File: src/rtl/sapq_pkg.sv
// ----------------------------------------------------------------------------
// sapq_pkg
// Types and codes shared by the sorted-array priority queue.
// ----------------------------------------------------------------------------
package sapq_pkg;

  localparam int unsigned PrioW    = 16;
  localparam int unsigned PayloadW = 32;
  localparam int unsigned CountW   = 5;

  typedef enum logic {
    FUNC_ENQ = 1'b0,
    FUNC_DEQ = 1'b1
  } func_e;

  typedef enum logic [1:0] {
    STAT_OK    = 2'd0,
    STAT_FULL  = 2'd1,
    STAT_EMPTY = 2'd2
  } status_e;

  typedef struct packed {
    logic [PrioW-1:0]    prio;
    logic [PayloadW-1:0] payload;
  } entry_t;

  typedef struct packed {
    logic   enq;
    logic   deq;
    entry_t new_entry;
  } cell_ctrl_t;

endpackage

File: src/rtl/sapq_if.sv
// ----------------------------------------------------------------------------
// sapq_in_if / sapq_out_if
// Valid/ready channels that carry operations into and results out of the queue.
// ----------------------------------------------------------------------------
interface sapq_in_if;
  logic                           valid;
  logic                           ready;
  logic                           func;
  logic [sapq_pkg::PrioW-1:0]     prio_in;
  logic [sapq_pkg::PayloadW-1:0]  payload_in;

  modport source (output valid, func, prio_in, payload_in, input ready);
  modport sink (input valid, func, prio_in, payload_in, output ready);
endinterface

interface sapq_out_if;
  logic                           valid;
  logic                           ready;
  logic [1:0]                     status;
  logic [sapq_pkg::PrioW-1:0]     prio_out;
  logic [sapq_pkg::PayloadW-1:0]  payload_out;
  logic [sapq_pkg::CountW-1:0]    count_out;

  modport source (output valid, status, prio_out, payload_out, count_out, input ready);
  modport sink (input valid, status, prio_out, payload_out, count_out, output ready);
endinterface

File: src/rtl/sorted_array_priority_queue.sv
// ----------------------------------------------------------------------------
// sorted_array_priority_queue
// The result of an item is registered and shown in the cycle after it is accepted.
// One item per cycle while no result stalls; all cells compare and shift at once.
// Reset clears the entry count and the result valid flag; cell contents and result
// data are not reset.
// ----------------------------------------------------------------------------
module sorted_array_priority_queue #(
  parameter int unsigned DEPTH = 16
) (
  input  logic             clk_i,
  input  logic             rst_ni,
  sapq_in_if.sink          in_i,
  sapq_out_if.source       out_o
);

  localparam int unsigned CW = $clog2(DEPTH + 1);

  logic [CW-1:0]    count_q, count_d;
  logic             out_valid_q;
  logic [1:0]       status_q, status_d;
  sapq_pkg::entry_t head_q, head_d;
  logic [sapq_pkg::CountW-1:0] cnt5_q;
  logic [CW+sapq_pkg::CountW-1:0] cnt_ext;

  logic             accept, full, empty;
  sapq_pkg::cell_ctrl_t ctrl;

  sapq_pkg::entry_t entries [DEPTH];
  logic [DEPTH-1:0] lower;
  logic [DEPTH-1:0] valid;

  assign in_i.ready = !out_valid_q || out_o.ready;
  assign accept     = in_i.valid && in_i.ready;
  assign full       = (count_q == CW'(DEPTH));
  assign empty      = (count_q == '0);

  assign ctrl.enq = accept && (in_i.func == sapq_pkg::FUNC_ENQ) && !full;
  assign ctrl.deq = accept && (in_i.func == sapq_pkg::FUNC_DEQ) && !empty;
  assign ctrl.new_entry.prio    = in_i.prio_in;
  assign ctrl.new_entry.payload = in_i.payload_in;

  for (genvar i = 0; i < DEPTH; i++) begin : g_cell
    assign valid[i] = (CW'(i) < count_q);
    sapq_cell u_cell (
      .clk_i        (clk_i),
      .ctrl_i       (ctrl),
      .valid_i      (valid[i]),
      .prev_lower_i ((i == 0) ? 1'b0 : lower[(i == 0) ? 0 : i - 1]),
      .prev_entry_i (entries[(i == 0) ? 0 : i - 1]),
      .next_entry_i (entries[(i == DEPTH - 1) ? i : i + 1]),
      .entry_o      (entries[i]),
      .lower_o      (lower[i])
    );
  end

  always_comb begin
    count_d  = count_q;
    status_d = sapq_pkg::STAT_OK;
    head_d   = '0;
    if (ctrl.enq) begin
      count_d = count_q + CW'(1);
    end else if (ctrl.deq) begin
      count_d = count_q - CW'(1);
      head_d  = entries[0];
    end else if (in_i.func == sapq_pkg::FUNC_ENQ) begin
      status_d = sapq_pkg::STAT_FULL;
    end else begin
      status_d = sapq_pkg::STAT_EMPTY;
    end
  end

  assign cnt_ext = {{sapq_pkg::CountW{1'b0}}, count_d};

  always_ff @(posedge clk_i or negedge rst_ni) begin
    if (!rst_ni) begin
      count_q     <= '0;
      out_valid_q <= 1'b0;
    end else begin
      if (accept) begin
        count_q     <= count_d;
        out_valid_q <= 1'b1;
      end else if (out_o.ready) begin
        out_valid_q <= 1'b0;
      end
    end
  end

  always_ff @(posedge clk_i) begin
    if (accept) begin
      status_q <= status_d;
      head_q   <= head_d;
      cnt5_q   <= cnt_ext[sapq_pkg::CountW-1:0];
    end
  end

  assign out_o.valid       = out_valid_q;
  assign out_o.status      = status_q;
  assign out_o.prio_out    = head_q.prio;
  assign out_o.payload_out = head_q.payload;
  assign out_o.count_out   = cnt5_q;

endmodule

File: src/rtl/sapq_cell.sv
// ----------------------------------------------------------------------------
// sapq_cell
// One storage cell of the sorted row: holds an entry and shifts or inserts.
// ----------------------------------------------------------------------------
module sapq_cell (
  input  logic                 clk_i,
  input  sapq_pkg::cell_ctrl_t ctrl_i,
  input  logic                 valid_i,
  input  logic                 prev_lower_i,
  input  sapq_pkg::entry_t     prev_entry_i,
  input  sapq_pkg::entry_t     next_entry_i,
  output sapq_pkg::entry_t     entry_o,
  output logic                 lower_o
);

  sapq_pkg::entry_t entry_q, entry_d;

  // An empty cell or one of strictly lower priority gives way to the new item.
  assign lower_o = !valid_i || (entry_q.prio < ctrl_i.new_entry.prio);

  always_comb begin
    entry_d = entry_q;
    if (ctrl_i.enq && lower_o) begin
      entry_d = prev_lower_i ? prev_entry_i : ctrl_i.new_entry;
    end else if (ctrl_i.deq) begin
      entry_d = next_entry_i;
    end
  end

  always_ff @(posedge clk_i) begin
    entry_q <= entry_d;
  end

  assign entry_o = entry_q;

endmodule

File: src/flat_wrapper.sv
// flat-port wrapper written by rule: the top's interface ports become plain ports
module sorted_array_priority_queue_flat 
#(
  parameter int unsigned DEPTH = 16
)
  (clk_i, rst_ni, in_i_valid, in_i_func, in_i_prio_in, in_i_payload_in, in_i_ready, out_o_valid, out_o_status, out_o_prio_out, out_o_payload_out, out_o_count_out, out_o_ready);
  sapq_in_if in_i_i ();
  sapq_out_if out_o_i ();
  input  logic clk_i;
  input  logic rst_ni;
  input wire logic [$bits(in_i_i.valid)-1:0] in_i_valid;
  input wire logic [$bits(in_i_i.func)-1:0] in_i_func;
  input wire logic [$bits(in_i_i.prio_in)-1:0] in_i_prio_in;
  input wire logic [$bits(in_i_i.payload_in)-1:0] in_i_payload_in;
  output wire logic [$bits(in_i_i.ready)-1:0] in_i_ready;
  output wire logic [$bits(out_o_i.valid)-1:0] out_o_valid;
  output wire logic [$bits(out_o_i.status)-1:0] out_o_status;
  output wire logic [$bits(out_o_i.prio_out)-1:0] out_o_prio_out;
  output wire logic [$bits(out_o_i.payload_out)-1:0] out_o_payload_out;
  output wire logic [$bits(out_o_i.count_out)-1:0] out_o_count_out;
  input wire logic [$bits(out_o_i.ready)-1:0] out_o_ready;
  assign in_i_i.valid = in_i_valid;
  assign in_i_i.func = in_i_func;
  assign in_i_i.prio_in = in_i_prio_in;
  assign in_i_i.payload_in = in_i_payload_in;
  assign in_i_ready = in_i_i.ready;
  assign out_o_valid = out_o_i.valid;
  assign out_o_status = out_o_i.status;
  assign out_o_prio_out = out_o_i.prio_out;
  assign out_o_payload_out = out_o_i.payload_out;
  assign out_o_count_out = out_o_i.count_out;
  assign out_o_i.ready = out_o_ready;
  sorted_array_priority_queue #(.DEPTH(DEPTH)) u_core (.clk_i(clk_i), .rst_ni(rst_ni), .in_i(in_i_i), .out_o(out_o_i));
endmodule
File: config.mk
export PLATFORM = sky130hd
export DESIGN_NAME = sorted_array_priority_queue_flat
export DESIGN_NICKNAME = d
export VERILOG_FILES = /design/src/rtl/sapq_pkg.sv /design/src/rtl/sapq_if.sv /design/src/rtl/sorted_array_priority_queue.sv /design/src/rtl/sapq_cell.sv /design/src/flat_wrapper.sv
export SDC_FILE = /design/constraint.sdc
export NUM_CORES = 2
export LEC_CHECK = 0
export BUFFER_PORTS_ARGS = -buffer_cell sky130_fd_sc_hd__buf_2
export CAP_MARGIN = 40
export CORE_ASPECT_RATIO = 0.9
export CORE_MARGIN = 2
export CORE_UTILIZATION = 60
export CTS_BUF_LIST = sky130_fd_sc_hd__clkbuf_4 sky130_fd_sc_hd__clkbuf_8
export CTS_CLUSTER_SIZE = 16
export DETAILED_ROUTE_END_ITERATION = 12
export PLACE_DENSITY = 0.77
export SLEW_MARGIN = 30
export SYNTH_ARGS = -nofsm -noshare
export SYNTH_HDL_FRONTEND = slang
export SYNTH_SLANG_ARGS = --single-unit
export TNS_END_PERCENT = 20
File: constraint.sdc
create_clock -name clk_i -period 8.5 [get_ports clk_i]
set_input_delay 0.425 -clock clk_i [delete_from_list [all_inputs] [get_ports clk_i]]
set_output_delay 0.425 -clock clk_i [all_outputs]
set_load 0.03 [all_outputs]
After elaboration in Yosys (flattened, before gate mapping)
Cells that the tools add are included.
- register bits after elaboration: 829
- bits of input ports: 53
- output and inout bits: 57
- word-level logic and storage cells: 201
- add/subtract/negate cells: 2
- order comparisons: 32
- equal/unequal tests: 1
- muxes and demuxes: 50
- bitwise gates (word level): 2
- reductions and logical operators: 76
- operators with widths (operator ; number):
    $mux 48 ; 45
    $lt 16x16->1 ; 16
    $lt 4x5->1 const A ; 8
    $reduce_bool 2->1 ; 16
    $logic_and 1x1->1 ; 21
    $lt 3x5->1 const A ; 4
    $logic_not 1->1 ; 19
    $logic_or 1x1->1 ; 17
    $lt 1x5->1 const A ; 2
    $lt 2x5->1 const A ; 2
    $mux 5 ; 2
    $add 5x1->5 const B ; 1
    $eq 5x5->1 const B ; 1
    $logic_not 5->1 ; 1
    $sub 5x1->5 const B ; 1
    $reduce_or 2->1 ; 2
    $mux 1 ; 2
    $mux 2 ; 1
    $not 1->1 ; 2

Logic depth before layout (Yosys ltp)
- depth after elaboration: 7
- depth in mapped cells: 14

Cells and area by module
A second synthesis with hierarchy kept.
- cell total of the unflattened synthesis: 3886
- area total of the unflattened synthesis: 50704.9 um^2
- by module, submodules not included (module ; instances ; cells an instance ; area an instance (um^2) ; seq. area each (um^2)):
    sapq_cell at u_core.g_cell[0].u_cell ... ; 12 ; 231 ; 3015.4 ; 1441.4
    sapq_cell at u_core.g_cell[6].u_cell ... ; 4 ; 232 ; 2982.9 ; 1441.4
    sorted_array_priority_queue ; 1 ; 186 ; 2588.7 ; 1801.7

Worst setup path after synthesis
No wires, ideal clock.
- path kind: input -> register
- from: input port in_i_prio_in[7]
- to: register u_core.g_cell[1].u_cell.entry_q (netlist bit u_core.g_cell[1].u_cell.entry_o[0]) (enable)
- arrival: 6.221 ns
- required time: 7.980 ns
- path slack: 1.759 ns
- stages on the path: 12
- buffers on the path: 5
- cells stage by stage: clkbuf_1 clkbuf_1 inv_1 ha_1 and2_0 a221oi_1 o21ai_1 a211o_1 clkbuf_1 buf_2 buf_4 o21ai_0
- longest elaborated chain between the ends: 4
- ends and longest elaborated chain (item ; RTL line ; text):
    start: declaration ; flat_wrapper.sv:13 ; input wire logic [$bits(in_i_i.prio_in)-1:0] in_i_prio_in;
    $lt 16x16->1 ; sapq_cell.sv:19 ; assign lower_o = !valid_i || (entry_q.prio < ctrl_i.new_entry.prio);
    $logic_or 1x1->1 ; sapq_cell.sv:19 ;
    $logic_and 1x1->1 ; sapq_cell.sv:23 ; if (ctrl_i.enq && lower_o) begin
    $reduce_bool 2->1 (no line) ; -- ;
    end signal: assignment ; sapq_cell.sv:31 ; entry_q <= entry_d;
    end: declaration ; sapq_cell.sv:16 ; sapq_pkg::entry_t entry_q, entry_d;
Every way passes these cells.
A chain may end at the register's enable or synchronous reset.

Worst setup path in the final report
- from: input port in_i_prio_in[13]
- to: register u_core.g_cell[9].u_cell.entry_q (netlist bit u_core.g_cell[9].u_cell.entry_o[22]) (enable)
- longest elaborated chain between the ends: 4
- ends and longest elaborated chain (item ; RTL line):
    $lt 16x16->1 ; sapq_cell.sv:19
    $logic_or 1x1->1 ; sapq_cell.sv:19
    $logic_and 1x1->1 ; sapq_cell.sv:23
    $reduce_bool 2->1 (no line) ; --
    end signal: assignment ; sapq_cell.sv:31
    end: declaration ; sapq_cell.sv:16
Every way passes these cells.

==> qor.yml <==
p_leak_nw: 19.7
syn-cell-area_mm2: 0.0480
wl_um: 147000
grt_max_degree: 68
rr_endpoint: "u_core.g_cell[9].u_cell.entry_o[22]$_DFFE_PP_"
drive_gt1_share_pct: 17.0
cts_tree: "done"
clk_pin_slew_ps: 60
syn-instance-count: 4275
cts_htree_levels: 4
finalCritPeriodShare_pct: 54.1
grt-ovfl-total: 0
die-width_um: 302
arrival_ps: 5090
clock_sinks: 829
place_area_mm2: 0.0494
synth_edf_count: 823
reg2reg_slack_ps: 4010
status: "completed"
critPathKind: "in -> reg"
cp_data_required_time_ps: 9000
synth_area_per_cell_um2: 11.2
coreArea_mm2: 0.0793
synth_common_cells: "edfxtp_1, o21ai_0, nand2_1"
drv_cap: 0
start_util_pct: 60.5
yosysSeqAreaShare_pct: 51.8
crit_path_end: "u_core.g_cell[9].u_cell.entry_o[22]$_DFFE_PP_"
cts_made_buffers: 141
ys_seq_elements: 829
synth_warnings: 0
drtPass1Iterations: 8
instances_no_fill: 5382
worstHoldPathType: "in -> reg"
power_mw: 13.5
antenna_found_initial: 3
hold_viol_final: 0
powerDensity_mw_per_mm2: 260
io_buffers: 109
syn2layout_area_growth_pct: 8.63
num_vias: 37000
vias_per_cell: 6.88
yosys-top-cells-area: "edfxtp_1, mux2i_1, o21ai_0"
drt-initial-drc-count: 5192
synthArstFlopShare_pct: 0.724
dpl.hpwl_um: 91400
place_congestion: 0.963
synth_top_cell_by_area: "edfxtp_1"
tightest_slew_ps: 887
grtUsageTotal_pct: 35.5
crit_start: "in_i_prio_in[13]"
fp.dieH_um: 272
vdd_drop_max_v: 0.000196
dp_slack_ps: 3250
clockRootBuffer: "clkbuf_8"
yosysMostFrequentCell: "edfxtp_1"
final_nets: 4527
clk_latency_ps: 860
ant_nets: 0
synth_top_area_share_pct: 51.5
tns_ps: 0
yosysUniqueCellTypes: 61
reg2regPathDepth: 8
rows: 98
r2r-start: "u_core.g_cell[9].u_cell.entry_o[37]$_DFFE_PP_"
slew_violations: 0
final_core_util_pct: 65.7
relSlewSlack_pct: 40.8
die-area_mm2: 0.0823
synth_nets: 4571
grt_pass1_wl_um: 221000
setup_viol: 0
hold_ws_ps: 138
path_max_fanout: 58
routedWlPerCell_um: 27.3
synth_ff_type: "edfxtp_1"
clock.fmax_ghz: 0.218
final_cell_area_mm2: 0.0522
cts_max_path_buffers: 3
dp_cells: 5126
rsz0062_at_grt: "false"
setup_slack_ps: 3910
fin_skew_ps: 41.2
drcViolationCount: 0
grt_pass1_vias: 36200
critPathLaunchType: "input pin"
end_kind: "register"
period_minus_slack_ps: 4590
ioPinCount: 110
[cell usage in the layout (no fill, tap or decap), types with 39 or more instances in the layout]
cell type	n
a21oi_1	182
a31oi_1	149
a41oi_1	50
and2_1	51
buf_2	109
buf_4	83
clkbuf_4	39
clkbuf_8	142
edfxtp_1	823
ha_1	243
mux2_2	260
mux2i_1	480
nand2_1	505
nand3_1	60
nor2_1	80
nor3_1	61
o21ai_0	662
[final cells by class]
class	count	area, um^2
fill	6022	27200
sequential	829	24900
multi-input combinational	3020	21700
clock buffer	180	2240
timing repair buffer	217	1640
tap	1050	1310
clock inverter	63	354
inverter	22	83.8
antenna	1	2.50
[power by group]
group          internal [mW]  switching (mW)  leakage [nW]  total (mW)
Clock                   1.74            1.75          1.37        3.49
Combinational           1.53            2.67          10.5        4.20
Sequential              5.39           0.459          7.81        5.85
Total                   8.66            4.88          19.7        13.5
[critical path, cell delays in order]
cell      delay, ps
buf_2           410
inv_1           510
ha_1            460
nand4_1         120
nor3_1          100
a221oi_1        310
a32o_4          820
and2_4          710
or2_2           620
buf_4           480
[sequential cells by signal, indices dropped and copies added, names as in the netlist]
name                          flops
u_core.out_o.count_out            5
u_core.out_o.payload_out         32
u_core.out_o.prio_out            16
u_core.g_cell.u_cell.entry_o    768
u_core.out_o.valid                1
u_core.count_q                    5
u_core.out_o.status               2
[repair_timing]
action,4_1_cts,5_1_grt
hold endpoints to repair,9,0
resized for setup,0,0
hold buffers,5,0
buffers inserted,0,0
[cells by family after synthesis]
kind of cell / share of synthesized area [%]
muxes: 16.8
xor gates and xnor gates: 0.109
DFF: 51.8
AOI/OAI and AO/OA: 13.5
buffers and inverters: 3.89
and+or+nand+nor: 7.60
adders and majority gates: 6.33
[worst min-delay path by stage]
stage                         from                                        endpoint  cells past startpoint
6_report       in_i_payload_in[25]  u_core.g_cell[13].u_cell.entry_o[25]$_DFFE_PP_                      3
5_1_grt        in_i_payload_in[26]  u_core.g_cell[13].u_cell.entry_o[26]$_DFFE_PP_                      3
4_1_cts        in_i_payload_in[25]  u_core.g_cell[13].u_cell.entry_o[25]$_DFFE_PP_                      3
3_5_place_dp                rst_ni                   u_core.count_q[0]$_DFFE_PN0P_                      1
3_3_place_gp                rst_ni                   u_core.count_q[0]$_DFFE_PN0P_                      1
2_1_floorplan               rst_ni                   u_core.count_q[0]$_DFFE_PN0P_                      0
[per-layer routing]
layer,vias to the layer above,routed length (um),GRT usage [%]
met5,-,0,0
met4,0,6290,16.6
met3,369,17800,9.35
met2,2557,63200,51.0
met1,18100,59800,50.3
li1,16100,-,-
(Power assumes the default switching activity.)
